File: config.mk
export PLATFORM = sky130hd
export DESIGN_NAME = waveform_snr_quality_grader_unit
export DESIGN_NICKNAME = d
export VERILOG_FILES = /design/src/hdl/wsqg_pkg.sv /design/src/hdl/wsqg_ctrl.sv /design/src/hdl/wsqg_dp.sv /design/src/hdl/waveform_snr_quality_grader_unit.sv
export SDC_FILE = /design/constraint.sdc
export NUM_CORES = 2
export LEC_CHECK = 0
export ABC_CLOCK_PERIOD_IN_PS = 11400
export CAP_MARGIN = 10
export CELL_PAD_IN_SITES_DETAIL_PLACEMENT = 0
export CELL_PAD_IN_SITES_GLOBAL_PLACEMENT = 2
export CORE_MARGIN = 1
export CORE_UTILIZATION = 40
export CTS_CLUSTER_SIZE = 16
export DETAILED_ROUTE_END_ITERATION = 8
export DONT_BUFFER_PORTS = 1
export GPL_TIMING_DRIVEN = 0
export PLACE_DENSITY_LB_ADDON = 0.1
export SLEW_MARGIN = 40
export SYNTH_ARGS = -nofsm -noshare
export SYNTH_HDL_FRONTEND = slang
export SYNTH_SLANG_ARGS = --single-unit
File: constraint.sdc
create_clock -name clk -period 11.4 [get_ports clk]
set_clock_uncertainty 0.2 [all_clocks]
set_input_delay 0.57 -clock clk [delete_from_list [all_inputs] [get_ports clk]]
set_output_delay 0.57 -clock clk [all_outputs]
set_load 0.02 [all_outputs]
File: src/hdl/wsqg_pkg.sv
// ----------------------------------------------------------------------------
// wsqg_pkg
// Shared types and constants of the waveform SNR quality grader.
// ----------------------------------------------------------------------------
package wsqg_pkg;

	localparam int SAMPLE_BITS_DEF   = 16;
	localparam int COUNT_BITS_DEF    = 16;
	localparam int RMS_FRAC_BITS_DEF = 8;

	localparam int CFG_W     = 16;
	localparam int SUM_W     = 48;
	localparam int LOG_W     = 21;
	localparam int PROD_W    = 52;
	localparam int SNR_W     = 16;
	localparam int GRADE_W   = 2;

	localparam logic [CFG_W-1:0] COUNT_RESET  = 16'd1024;
	localparam logic [19:0]      START_RECIP  = 20'd838861;
	localparam logic signed [26:0] SNR_SCALE  = 27'sd50504453;
	localparam logic signed [SNR_W-1:0] SNR_MIN  = -16'sd32768;
	localparam logic signed [SNR_W-1:0] SNR_MAX  = 16'sd32767;
	localparam logic signed [SNR_W-1:0] GOOD_LIMIT = 16'sd2560;
	localparam logic signed [SNR_W-1:0] FAIR_LIMIT = 16'sd1280;

	localparam logic [GRADE_W-1:0] GRADE_GOOD = 2'd0;
	localparam logic [GRADE_W-1:0] GRADE_FAIR = 2'd1;
	localparam logic [GRADE_W-1:0] GRADE_POOR = 2'd2;

	typedef enum logic [3:0] {
		OP_NONE,
		OP_DIV_STEP,
		OP_SQRT_INIT,
		OP_SQRT_STEP,
		OP_LOGR_LOAD,
		OP_LOGP_LOAD,
		OP_LOG_NORM,
		OP_LOG_ROUND,
		OP_MUL,
		OP_FINISH
	} dp_op_t;

	typedef struct packed {
		logic   accept;
		dp_op_t op;
	} dp_cmd_t;

	typedef struct packed {
		logic rec_last;
		logic norm_done;
	} dp_status_t;

	// The noise tail starts at floor(count*9/10), done by a reciprocal multiply.
	function automatic logic [CFG_W-1:0] tail_start(input logic [CFG_W-1:0] c);
		logic [39:0] p;
		p = 40'(20'(c) * 20'd9) * 40'(START_RECIP);
		return p[38:23];
	endfunction

endpackage

File: src/hdl/wsqg_ctrl.sv
// ----------------------------------------------------------------------------
// wsqg_ctrl
// Sequencer for the end-of-record division, root, logarithms and scaling.
// ----------------------------------------------------------------------------
module wsqg_ctrl #(
	parameter int RMS_FRAC_BITS = wsqg_pkg::RMS_FRAC_BITS_DEF
) (
	input  logic                 clk,
	input  logic                 arst_n,
	input  logic                 start,
	input  wsqg_pkg::dp_status_t status,
	output wsqg_pkg::dp_cmd_t    cmd,
	output logic                 busy,
	output logic                 done
);
	import wsqg_pkg::*;

	localparam int DIV_STEPS = SUM_W + 2 * RMS_FRAC_BITS;
	localparam int IW = $clog2(DIV_STEPS);

	typedef enum logic [3:0] {
		S_IDLE, S_DIV, S_SQRT_LD, S_SQRT, S_LOGR_LD, S_NORM_R, S_RND_R,
		S_LOGP_LD, S_NORM_P, S_RND_P, S_MUL, S_FIN
	} state_t;

	state_t        st_q;
	logic [IW-1:0] iter_q;
	logic          busy_q;
	logic          done_q;

	always_comb begin
		cmd.accept = start && (st_q == S_IDLE);
		case (st_q)
			S_DIV:     cmd.op = OP_DIV_STEP;
			S_SQRT_LD: cmd.op = OP_SQRT_INIT;
			S_SQRT:    cmd.op = OP_SQRT_STEP;
			S_LOGR_LD: cmd.op = OP_LOGR_LOAD;
			S_LOGP_LD: cmd.op = OP_LOGP_LOAD;
			S_NORM_R,
			S_NORM_P:  cmd.op = status.norm_done ? OP_NONE : OP_LOG_NORM;
			S_RND_R,
			S_RND_P:   cmd.op = OP_LOG_ROUND;
			S_MUL:     cmd.op = OP_MUL;
			S_FIN:     cmd.op = OP_FINISH;
			default:   cmd.op = OP_NONE;
		endcase
	end

	always_ff @(posedge clk or negedge arst_n) begin
		if (!arst_n) begin
			st_q   <= S_IDLE;
			iter_q <= '0;
			busy_q <= 1'b0;
			done_q <= 1'b0;
		end else begin
			done_q <= (st_q == S_FIN);
			case (st_q)
				S_IDLE: begin
					if (cmd.accept && status.rec_last) begin
						st_q   <= S_DIV;
						iter_q <= IW'(DIV_STEPS - 1);
						busy_q <= 1'b1;
					end
				end
				S_DIV: begin
					if (iter_q == '0) st_q <= S_SQRT_LD;
					else iter_q <= iter_q - 1'b1;
				end
				S_SQRT_LD: begin
					st_q   <= S_SQRT;
					iter_q <= IW'(31);
				end
				S_SQRT: begin
					if (iter_q == '0) st_q <= S_LOGR_LD;
					else iter_q <= iter_q - 1'b1;
				end
				S_LOGR_LD: st_q <= S_NORM_R;
				S_NORM_R: begin
					if (status.norm_done) begin
						st_q   <= S_RND_R;
						iter_q <= IW'(15);
					end
				end
				S_RND_R: begin
					if (iter_q == '0) st_q <= S_LOGP_LD;
					else iter_q <= iter_q - 1'b1;
				end
				S_LOGP_LD: st_q <= S_NORM_P;
				S_NORM_P: begin
					if (status.norm_done) begin
						st_q   <= S_RND_P;
						iter_q <= IW'(15);
					end
				end
				S_RND_P: begin
					if (iter_q == '0) st_q <= S_MUL;
					else iter_q <= iter_q - 1'b1;
				end
				S_MUL: st_q <= S_FIN;
				S_FIN: begin
					st_q   <= S_IDLE;
					busy_q <= 1'b0;
				end
				default: begin
					st_q   <= S_IDLE;
					busy_q <= 1'b0;
				end
			endcase
		end
	end

	assign busy = busy_q;
	assign done = done_q;

endmodule

File: src/hdl/wsqg_dp.sv
// ----------------------------------------------------------------------------
// wsqg_dp
// Record accumulators, serial divider, serial square root, shared log unit
// and the final scaling and grading.
// ----------------------------------------------------------------------------
module wsqg_dp #(
	parameter int SAMPLE_BITS   = wsqg_pkg::SAMPLE_BITS_DEF,
	parameter int COUNT_BITS    = wsqg_pkg::COUNT_BITS_DEF,
	parameter int RMS_FRAC_BITS = wsqg_pkg::RMS_FRAC_BITS_DEF
) (
	input  logic                                 clk,
	input  logic                                 arst_n,
	input  wsqg_pkg::dp_cmd_t                    cmd,
	output wsqg_pkg::dp_status_t                 status,
	input  logic signed [SAMPLE_BITS-1:0]        sample,
	input  logic                                 cfg_we,
	input  logic [wsqg_pkg::CFG_W-1:0]           cfg_wdata,
	output logic [SAMPLE_BITS-1:0]               peak_to_peak,
	output logic signed [wsqg_pkg::SNR_W-1:0]    snr_db,
	output logic [wsqg_pkg::GRADE_W-1:0]         grade,
	output logic                                 is_good
);
	import wsqg_pkg::*;

	localparam int SB = SAMPLE_BITS;
	localparam int CB = COUNT_BITS;
	localparam int FB2 = 2 * RMS_FRAC_BITS;
	localparam int DW = SUM_W + FB2;

	logic [CFG_W-1:0] count_q, start_q, n_q;
	logic [CB-1:0]    idx_q;
	logic signed [SB-1:0] max_q, min_q;
	logic [SUM_W-1:0] sum_q;
	logic [SB-1:0]    pp_q;
	logic [15:0]      rem_q;
	logic [DW-1:0]    quo_q;
	logic [63:0]      v_q;
	logic [33:0]      srem_q;
	logic [31:0]      root_q;
	logic [31:0]      m_q;
	logic [4:0]       k_q;
	logic [15:0]      frac_q;
	logic [LOG_W-1:0] lrms_q;
	logic signed [PROD_W-1:0] prod_q;
	logic [SB-1:0]    pp_out_q;
	logic signed [SNR_W-1:0] snr_q;
	logic [GRADE_W-1:0] grade_q;

	logic [CFG_W-1:0] cfg_eff;
	logic signed [SB-1:0] new_max, new_min;
	logic signed [SB:0] diff, se, abs_v;
	logic [SB-1:0]    abs_u;
	logic [2*SB-1:0]  sq;
	logic [SUM_W:0]   sum_add;
	logic [SUM_W-1:0] sum_next;
	logic [CB:0]      taken;
	logic             in_tail;
	logic [16:0]      r2;
	logic             div_ge;
	logic [95:0]      q_ext;
	logic [63:0]      v_sat;
	logic [33:0]      sr, trial;
	logic             sq_ge;
	logic [63:0]      msq;
	logic [32:0]      mt;
	logic signed [23:0] d;
	logic             neg;
	logic [PROD_W-1:0] mag;
	logic [PROD_W-1:0] rnd;
	logic signed [SNR_W-1:0] snr_v;

	always_comb begin
		cfg_eff = (cfg_wdata == '0) ? CFG_W'(1) : cfg_wdata;
		new_max = (sample > max_q) ? sample : max_q;
		new_min = (sample < min_q) ? sample : min_q;
		diff    = {new_max[SB-1], new_max} - {new_min[SB-1], new_min};
		se      = {sample[SB-1], sample};
		abs_v   = se[SB] ? -se : se;
		abs_u   = abs_v[SB-1:0];
		sq      = (2*SB)'(abs_u) * (2*SB)'(abs_u);
		sum_add = (SUM_W+1)'(sum_q) + (SUM_W+1)'(sq);
		in_tail = 21'(idx_q) >= 21'(start_q);
		sum_next = !in_tail ? sum_q : (sum_add[SUM_W] ? '1 : sum_add[SUM_W-1:0]);
		taken   = (CB+1)'(idx_q) + 1'b1;
		status.rec_last  = 21'(taken) >= 21'(count_q);
		status.norm_done = m_q[31];

		r2     = {rem_q, quo_q[DW-1]};
		div_ge = r2 >= 17'(n_q);
		q_ext  = 96'(quo_q);
		v_sat  = (q_ext[95:64] != '0) ? '1 : q_ext[63:0];

		sr    = {srem_q[31:0], v_q[63:62]};
		trial = {root_q, 2'b01};
		sq_ge = sr >= trial;

		msq = 64'(m_q) * 64'(m_q);
		mt  = msq[63:31];

		d = $signed({3'b000, k_q, frac_q}) + $signed(24'(RMS_FRAC_BITS << 16))
			- $signed({3'b000, lrms_q});

		neg = prod_q[PROD_W-1];
		mag = neg ? PROD_W'(-prod_q) : PROD_W'(prod_q);
		rnd = (mag + (PROD_W'(1) << 31)) >> 32;
		if (pp_q == '0) begin
			snr_v = SNR_MIN;
		end else if (!neg) begin
			snr_v = (rnd > PROD_W'(32767)) ? SNR_MAX : $signed(SNR_W'(rnd));
		end else begin
			snr_v = (rnd >= PROD_W'(32768)) ? SNR_MIN : -$signed(SNR_W'(rnd));
		end
	end

	always_ff @(posedge clk or negedge arst_n) begin
		if (!arst_n) begin
			count_q <= COUNT_RESET;
			start_q <= tail_start(COUNT_RESET);
			n_q     <= COUNT_RESET - tail_start(COUNT_RESET);
			idx_q   <= '0;
			max_q   <= {1'b1, {(SB-1){1'b0}}};
			min_q   <= {1'b0, {(SB-1){1'b1}}};
			sum_q   <= '0;
		end else begin
			if (cfg_we) begin
				count_q <= cfg_eff;
				start_q <= tail_start(cfg_eff);
				n_q     <= cfg_eff - tail_start(cfg_eff);
			end
			if (cmd.accept) begin
				if (status.rec_last) begin
					idx_q <= '0;
					max_q <= {1'b1, {(SB-1){1'b0}}};
					min_q <= {1'b0, {(SB-1){1'b1}}};
					sum_q <= '0;
				end else begin
					idx_q <= taken[CB-1:0];
					max_q <= new_max;
					min_q <= new_min;
					sum_q <= sum_next;
				end
			end
		end
	end

	always_ff @(posedge clk) begin
		if (cmd.accept && status.rec_last) begin
			pp_q  <= diff[SB-1:0];
			quo_q <= {sum_next, {FB2{1'b0}}};
			rem_q <= '0;
		end
		case (cmd.op)
			OP_DIV_STEP: begin
				rem_q <= div_ge ? 16'(r2 - 17'(n_q)) : r2[15:0];
				quo_q <= {quo_q[DW-2:0], div_ge};
			end
			OP_SQRT_INIT: begin
				v_q    <= v_sat;
				srem_q <= '0;
				root_q <= '0;
			end
			OP_SQRT_STEP: begin
				srem_q <= sq_ge ? sr - trial : sr;
				root_q <= {root_q[30:0], sq_ge};
				v_q    <= v_q << 2;
			end
			OP_LOGR_LOAD: begin
				m_q    <= (root_q == '0) ? 32'd1 : root_q;
				k_q    <= 5'd31;
				frac_q <= '0;
			end
			OP_LOGP_LOAD: begin
				lrms_q <= {k_q, frac_q};
				m_q    <= (pp_q == '0) ? 32'd1 : 32'(pp_q);
				k_q    <= 5'd31;
				frac_q <= '0;
			end
			OP_LOG_NORM: begin
				m_q <= m_q << 1;
				k_q <= k_q - 1'b1;
			end
			OP_LOG_ROUND: begin
				frac_q <= {frac_q[14:0], mt[32]};
				m_q    <= mt[32] ? mt[32:1] : mt[31:0];
			end
			OP_MUL: begin
				prod_q <= d * SNR_SCALE;
			end
			OP_FINISH: begin
				pp_out_q <= pp_q;
				snr_q    <= snr_v;
				if (snr_v > GOOD_LIMIT) grade_q <= GRADE_GOOD;
				else if (snr_v > FAIR_LIMIT) grade_q <= GRADE_FAIR;
				else grade_q <= GRADE_POOR;
			end
			default: begin
			end
		endcase
	end

	assign peak_to_peak = pp_out_q;
	assign snr_db       = snr_q;
	assign grade        = grade_q;
	assign is_good      = (grade_q != GRADE_POOR);

endmodule

File: src/hdl/waveform_snr_quality_grader_unit.sv
// ----------------------------------------------------------------------------
// waveform_snr_quality_grader_unit
// Peak-to-peak SNR estimator and quality grader over one record of samples.
// ----------------------------------------------------------------------------
//  channel  | handshake            | word
//  input    | start && !busy       | sample
//  config   | cfg_we               | cfg_wdata (sample_count)
//  result   | done (one cycle)     | peak_to_peak, snr_db, grade, is_good
//
// While busy is low one sample word is taken in each cycle that start is high.
// The last sample of a record raises busy while the serial divider, the serial
// root and the shared log unit run; how long depends on RMS_FRAC_BITS and on
// kr and kp, the msb positions of the noise RMS and of the peak.
// The result word is shown with done in the cycle busy falls.
// Reset is asynchronous and clears the record and the count to 1024.
// The receiver cannot stall, so there is no back pressure on results.
module waveform_snr_quality_grader_unit #(
	parameter int SAMPLE_BITS   = wsqg_pkg::SAMPLE_BITS_DEF,
	parameter int COUNT_BITS    = wsqg_pkg::COUNT_BITS_DEF,
	parameter int RMS_FRAC_BITS = wsqg_pkg::RMS_FRAC_BITS_DEF
) (
	input  logic                              clk,
	input  logic                              arst_n,
	input  logic                              start,
	output logic                              busy,
	input  logic signed [SAMPLE_BITS-1:0]     sample,
	input  logic                              cfg_we,
	input  logic [wsqg_pkg::CFG_W-1:0]        cfg_wdata,
	output logic                              done,
	output logic [SAMPLE_BITS-1:0]            peak_to_peak,
	output logic signed [wsqg_pkg::SNR_W-1:0] snr_db,
	output logic [wsqg_pkg::GRADE_W-1:0]      grade,
	output logic                              is_good
);
	import wsqg_pkg::*;

	dp_cmd_t    cmd;
	dp_status_t status;

	wsqg_ctrl #(.RMS_FRAC_BITS(RMS_FRAC_BITS)) u_ctrl (
		.clk(clk), .arst_n(arst_n), .start(start), .status(status),
		.cmd(cmd), .busy(busy), .done(done)
	);

	wsqg_dp #(
		.SAMPLE_BITS(SAMPLE_BITS), .COUNT_BITS(COUNT_BITS),
		.RMS_FRAC_BITS(RMS_FRAC_BITS)
	) u_dp (
		.clk(clk), .arst_n(arst_n), .cmd(cmd), .status(status),
		.sample(sample), .cfg_we(cfg_we), .cfg_wdata(cfg_wdata),
		.peak_to_peak(peak_to_peak), .snr_db(snr_db), .grade(grade),
		.is_good(is_good)
	);

	a_done_idle: assert property (@(posedge clk) disable iff (!arst_n)
		done |-> !busy) else $error("result shown while busy");

	a_done_single: assert property (@(posedge clk) disable iff (!arst_n)
		done |=> !done) else $error("result repeated");

	a_zero_peak: assert property (@(posedge clk) disable iff (!arst_n)
		(done && peak_to_peak == '0) |-> (snr_db == SNR_MIN && grade == GRADE_POOR))
		else $error("zero peak not saturated");

	a_busy_start: assert property (@(posedge clk) disable iff (!arst_n)
		$rose(busy) |-> $past(start)) else $error("busy without a sample");

endmodule
== After elaboration in Yosys (flattened, before gate mapping) ==
Cells that the tools add are included.

* Flip-flop bits (word level): 540
* Bits in latches: 0
* Bits in writable memories: 0
* Bits in read-only memories: 0
* Input port bits: 36
* Output and inout bits: 37
* Logic and storage cells: 153
* Memories: 0

* Add/subtract/negate cells: 14
* Multipliers: 5
* Divide/modulo/power cells: 0
* Magnitude comparators: 10
* Equal/unequal tests: 30
* Shift-type cells: 0
* Mux-type cells: 47
* Bitwise gates (word level): 1
* Reductions and logical operators: 21

{| class="wikitable"
|+ Operators with widths
! cell !! number
|-
| $mux W16 || 15
|-
| $mux W48 || 3
|-
| $mux W64 || 2
|-
| $pmux W32 S2 || 2
|-
| $pmux W32 S4 || 1
|-
| $pmux W64 S2 || 1
|-
| $mux W32 || 3
|-
| $mul A32 B32 Y64 || 1
|-
| $add A52 B32 Y52 const B || 1
|-
| $mux W52 || 1
|-
| $neg A52 Y52 || 1
|-
| $mul A24 B27 Y51 const B || 1
|-
| $add A48 B32 Y49 || 1
|-
| $sub A16 B16 Y16 || 3
|-
| $pmux W4 S11 || 1
|-
| $mul A20 B20 Y39 const B || 1
|-
| $pmux W4 S9 || 1
|-
| $ge A17 B16 Y1 || 2
|-
| $ge A34 B34 Y1 || 1
|-
| $eq A4 B3 Y1 const B || 8
|-
| $logic_not A16 Y1 || 2
|-
| $logic_not A32 Y1 || 1
|-
| $mul A16 B16 Y32 || 1
|-
| $neg A16 Y16 || 2
|-
| 40 further kinds || 72
|}

== Logic depth before layout (Yosys ltp) ==
* Depth in word-level cells: 9
* Gate-level depth with buffers: 59
* Mapped depth without buffers: 58

== Modules after synthesis ==
A second synthesis with hierarchy kept.

* Cell total of the unflattened synthesis: 8454
* Area total of the unflattened synthesis: 81769.7 µm²

{| class="wikitable"
|+ By module, submodules not included
! module !! times used !! cells each !! area each (µm²) !! sequential area each (µm²)
|-
| wsqg_dp || 1 || 8349 || 80840.0 || 15109.5
|-
| wsqg_ctrl || 1 || 105 || 929.6 || 300.3
|}

== Worst setup path before layout ==
Ideal clock, no wire load.

* Path kind: input to register
* Start point: input cfg_wdata[12] in the netlist's numbering
* End point: register u_dp.n_q[14]
* Setup time: 0.136 ns
* Arrival time: 11.469 ns
* Required time: 11.064 ns
* Slack: -0.405 ns
* Stages: 56
* Buffers on the path: 1
* Cells stage by stage: clkbuf_1 nor4_1 nand4_1 nor2b_1 inv_1 ha_1 ha_1 inv_1 fa_1 inv_1 a21oi_1 o21bai_1 a21oi_1 nor2_1 nor2_1 nor2b_1 o21ai_0 nand2b_1 [20 not listed] a21oi_1 o311ai_0 inv_1 fa_1 inv_1 a21oi_1 o41ai_2 a21oi_1 o31ai_2 a221oi_1 or3_4 maj3_2 maj3_2 o221ai_2 maj3_1 maj3_1 xnor2_1 a21oi_1

* Word-level cells in the longest chain between the ends: 5

{| class="wikitable"
|+ RTL lines
! what !! line !! text
|-
| start: declaration || waveform_snr_quality_grader_unit.sv:28 || <nowiki>input logic [wsqg_pkg::CFG_W-1:0] cfg_wdata,</nowiki>
|-
| $logic_not A16 Y1 * || wsqg_dp.sv:73 || <nowiki>cfg_eff = (cfg_wdata == '0) ? CFG_W'(1) : cfg_wdata;</nowiki>
|-
| $mux W16 * || wsqg_dp.sv:73 ||
|-
| net u_dp.cfg_eff[0] || wsqg_dp.sv:49 || <nowiki>logic [CFG_W-1:0] cfg_eff;</nowiki>
|-
| $mul A16 B4 Y20 || wsqg_pkg.sv:56 || <nowiki>p = 40'(20'(c) * 20'd9) * 40'(START_RECIP);</nowiki>
|-
| $mul A20 B20 Y39 || wsqg_pkg.sv:56 ||
|-
| $sub A16 B16 Y16 * || wsqg_dp.sv:128 || <nowiki>n_q <= cfg_eff - tail_start(cfg_eff);</nowiki>
|-
| end signal: assignment || wsqg_dp.sv:119 || <nowiki>n_q <= COUNT_RESET - tail_start(COUNT_RESET);</nowiki>
|-
| end signal: assignment || wsqg_dp.sv:128 ||
|-
| end: declaration || wsqg_dp.sv:30 || <nowiki>logic [CFG_W-1:0] count_q, start_q, n_q;</nowiki>
|}

The timed path passes the listed nets; every way through them passes the cells marked *.
A chain may end at the register's enable or synchronous reset.

== Final worst setup path ==
* Start point: input cfg_wdata[1] in the netlist's numbering
* End point: register u_dp.n_q[14]

Same word-level chain as after synthesis.

==> results by group <==
Yosys
  – Synth Flop Type: edfxtp_1
  – Share of the synthesized area in the top cell type: 31.28%
  – Post-synth EDFFs: 383
  – Synth warnings: 0
  – Yosys top cell by area: fa_1
  – Synthesized area per cell: 9.667 µm²
  – Synthesized area: 81350 µm²
  – Syn Inst Count: 8415
  – Flops & latches, synth: 539
  – Synth top area cells: fa_1 31%, ha_1 16%, edfxtp_1 14%
  – Post-synth cell types: 92
  – Seq/Total Area, Yosys: 18.98%
  – FFs w/ async S/R, synth: 28.94%

Detailed routing
  – Vias per inst: 5.101
  – Drt first pass iters: 6
  – Total detailed-routing wirelength: 244.3 mm
  – Wire per inst: 21.53 µm
  – Iter 0 DRT Violations: 3146
  – DRC: 0
  – Vias: 57880
  – Remaining antenna violation count: 0

Worst setup path
  – Slowest-stage cell, CP: fa_1
  – Critical path launch point type: input pin
  – WP data required: 11730 ps
  – Critical-path maximum fanout: 8
  – Crit Path Class: in -> reg
  – Crit-path max cell delay: 520 ps
  – Worst setup EP type: flip-flop
  – Critical Path AT: 11740 ps

Clock network
  – Clock H-tree levels: 3
  – Root Driver: clkbuf_16
  – CTS tree: done
  – Clk sinks: 539
  – CTS buffer count: 74
  – CTS max path bufs: 3
  – Clock latency on the worst-skew pair: 700 ps
  – Worst-path clk slew: 50 ps

Global route
  – First-pass GRT wire length: 377.2 mm
  – GRT Max-Usage Layer: met2
  – Total track usage: 24.26%
  – GRT met1 Usage: 32.31%
  – Largest net degree at the start of global routing: 157
  – Vias in the first global route: 62310
  – Congestion Overflow GR: 0
  – Initial antenna violation count: 6
  – Met2 Track Usage GR: 42.10%
  – Met3 Use GR: 2.770%

Layout
  – Share of layout cells above drive strength 1: 6.341%
  – Fin util: 44.37%
  – Area grow syn2layout: 10.23%
  – Storage element area: 15440 µm²
  – Final net count: 10940
  – Multi-input logic area: 59000 µm²
  – FILL cells: 19890

Floorplan
  – Initial Utilization: 40.25%
  – Die Area: 205200 µm²
  – Cell Rows: 165
  – Die Y-Extent: 453.0 µm
  – Die Width: 453.0 µm
  – Num ports: 73
  – Core area: 202100 µm²

Run status
  – Status: finished with violations
  – Failing checks: setup timing

Place
  – Final GP Congestion: 0.9283
  – Hpwl dp: 202.0 mm
  – Post-Place Worst Slack: -2499 ps
  – I/O Buffers: 0

Flow run
  – MaxCap Viol Count: 0

Timing
  – Setup WS post-layout: -16.39 ps
  – Final setup viols: 1
  – Relative slew slack: 40.30%
  – Slew Viols, Final: 0
  – Max Freq: 0.08759 GHz
  – Worst Max-Slew Pin Slew: 889.1 ps
  – Fin crit period: 11420 ps
  – RSZ-0062 raised after global routing: yes
  – Setup_tns: -16.39 ps
  – Fin. Hold Viols: 0
  – Crit share post-route: 100.1%

Worst hold path
  – Hold WC Path Type: in -> reg
[worst max-delay path, delay by kind of cell]
| kind | cells | cell delay, ps |
|---|---|---|
| xor+xnor | 3 | 490 |
| buf+inv | 8 | 630 |
| compound gates | 17 | 2600 |
| fa+ha+maj | 17 | 5390 |
| simple gates | 11 | 2090 |
[metrics by stage]
stage / cell area, µm² / cells / hold WS [ps]
finish: 89670 / 11350 / 44.56
CTS: 89060 / 11310 / 0.2067
detailed placement: 85390 / 11110 / 80.51
floorplan: 81500 / 8425 / 74.41
global route: 89670 / 11350 / 38.86
global placement: 84840 / 11100 / 79.91
[timing repair]
action,in CTS,in global routing
endpoints found under the hold margin,193,0
resized for setup,126,80
setup buffers,38,35
setup endpoints to repair,56,50
pin swaps,44,60
hold buffers,30,0
[layout make-up]
type                       count  area share (%)
buffer                       268           1.461
timing repair buffer         118           1.312
antenna                        2        0.005581
inverter                    1839           7.709
tap                         2672           3.728
clock inverter                44          0.5902
sequential                   539           17.22
multi-input combinational   5772           65.79
clock buffer                  94           2.184
[flip-flops by register name, indices dropped and copies added (netlist names), 5 cells and up]
signal	flops
u_dp.min_q	16
u_dp.frac_q	16
u_dp.idx_q	16
u_dp.quo_q	64
u_dp.rem_q	16
u_dp.max_q	16
u_dp.peak_to_peak	16
u_dp.srem_q	32
u_dp.k_q	5
u_dp.pp_q	16
u_dp.root_q	32
u_dp.v_q	64
u_dp.lrms_q	21
u_dp.count_q	16
u_dp.prod_q	51
u_dp.m_q	32
u_dp.snr_db	16
u_ctrl.iter_q	6
u_dp.n_q	16
u_dp.start_q	16
u_dp.sum_q	48
[synth_stat cells (all sizes together) (32+ instances only)]
| cell type | count |
|---|---|
| a21o | 128 |
| a21oi | 338 |
| a22oi | 32 |
| and2 | 231 |
| and3 | 41 |
| clkbuf | 262 |
| dfrtp | 128 |
| edfxtp | 383 |
| fa | 1271 |
| ha | 1021 |
| inv | 1825 |
| mux2i | 53 |
| nand2 | 758 |
| nand2b | 62 |
| nand3 | 74 |
| nand4 | 47 |
| nor2 | 488 |
| nor2b | 62 |
| nor3 | 63 |
| nor4 | 33 |
| o21a | 38 |
| o21ai | 273 |
| o21bai | 36 |
| o22ai | 40 |
| xnor2 | 183 |
| xor2 | 109 |
[layout by cell type (no fill, tap or decap), types with 21 or more instances in the layout]
master and n:
o21bai_1 35, a21boi_0 24, clkbuf_16 80, xor2_1 98, a211oi_1 24, fa_1 1267
ha_1 999, inv_1 1814, clkbuf_1 181, o21a_1 37, nor3_1 60, dfstp_2 28
a21oi_1 315, buf_4 70, a21o_1 127, a22oi_1 31, xnor2_1 160, clkbuf_2 71
o31ai_1 26, nor2_1 476, nand2_1 757, nor4_1 27, dfrtp_1 128, nand4_1 47
nand3_1 73, o22ai_1 40, o21ai_0 258, nor2b_1 61, a21oi_2 21, a31oi_1 27
edfxtp_1 383, and2_1 229, and3_1 41, nand2b_1 62, dlygate4sd3_1 29, mux2i_1 52
[path summary, 6_finish.rpt]
path | from | to | slack, ps | cells after the start
setup / recovery | cfg_wdata[1] | u_dp.n_q[14] | -20 | 56
hold / removal | cfg_wdata[15] | u_dp.count_q[15] | 40 | 3
setup reg to reg | u_dp.m_q[14] | u_dp.m_q[0] | 280 | 30
hold reg to reg | u_dp.frac_q[0] | u_dp.lrms_q[0] | 260 | 0
max in group asynchronous | arst_n | u_dp.count_q[10] | 9830 | 3
min in group asynchronous | arst_n | u_dp.sum_q[33] | 170 | 2
[routing by layer]
layer,vias up,share of wire (%),wire length [µm]
met5,-,0,0
met4,0,2.3,5648
met3,224,3.5,8472
met2,946,50,121100
met1,29420,45,109100
li1,27300,-,-
[kinds of logic (layout without fill, tap and decap cells)]
group | count (synthesis) | count (layout) | share of synthesized area (%)
fa+ha+maj | 2299 | 2299 | 47.07
compound gates | 1170 | 1170 | 9.235
simple gates | 1929 | 1929 | 10.91
xor+xnor | 292 | 292 | 3.144
buf+inv | 2114 | 2363 | 9.764
other cells | 2 | 14 | 0.009232
mux | 70 | 70 | 0.8875
flops | 539 | 539 | 18.98
Power is left out: the tool's default activity adds up to more than one toggle a clock period on the data nets, which glitch-free logic cannot reach.
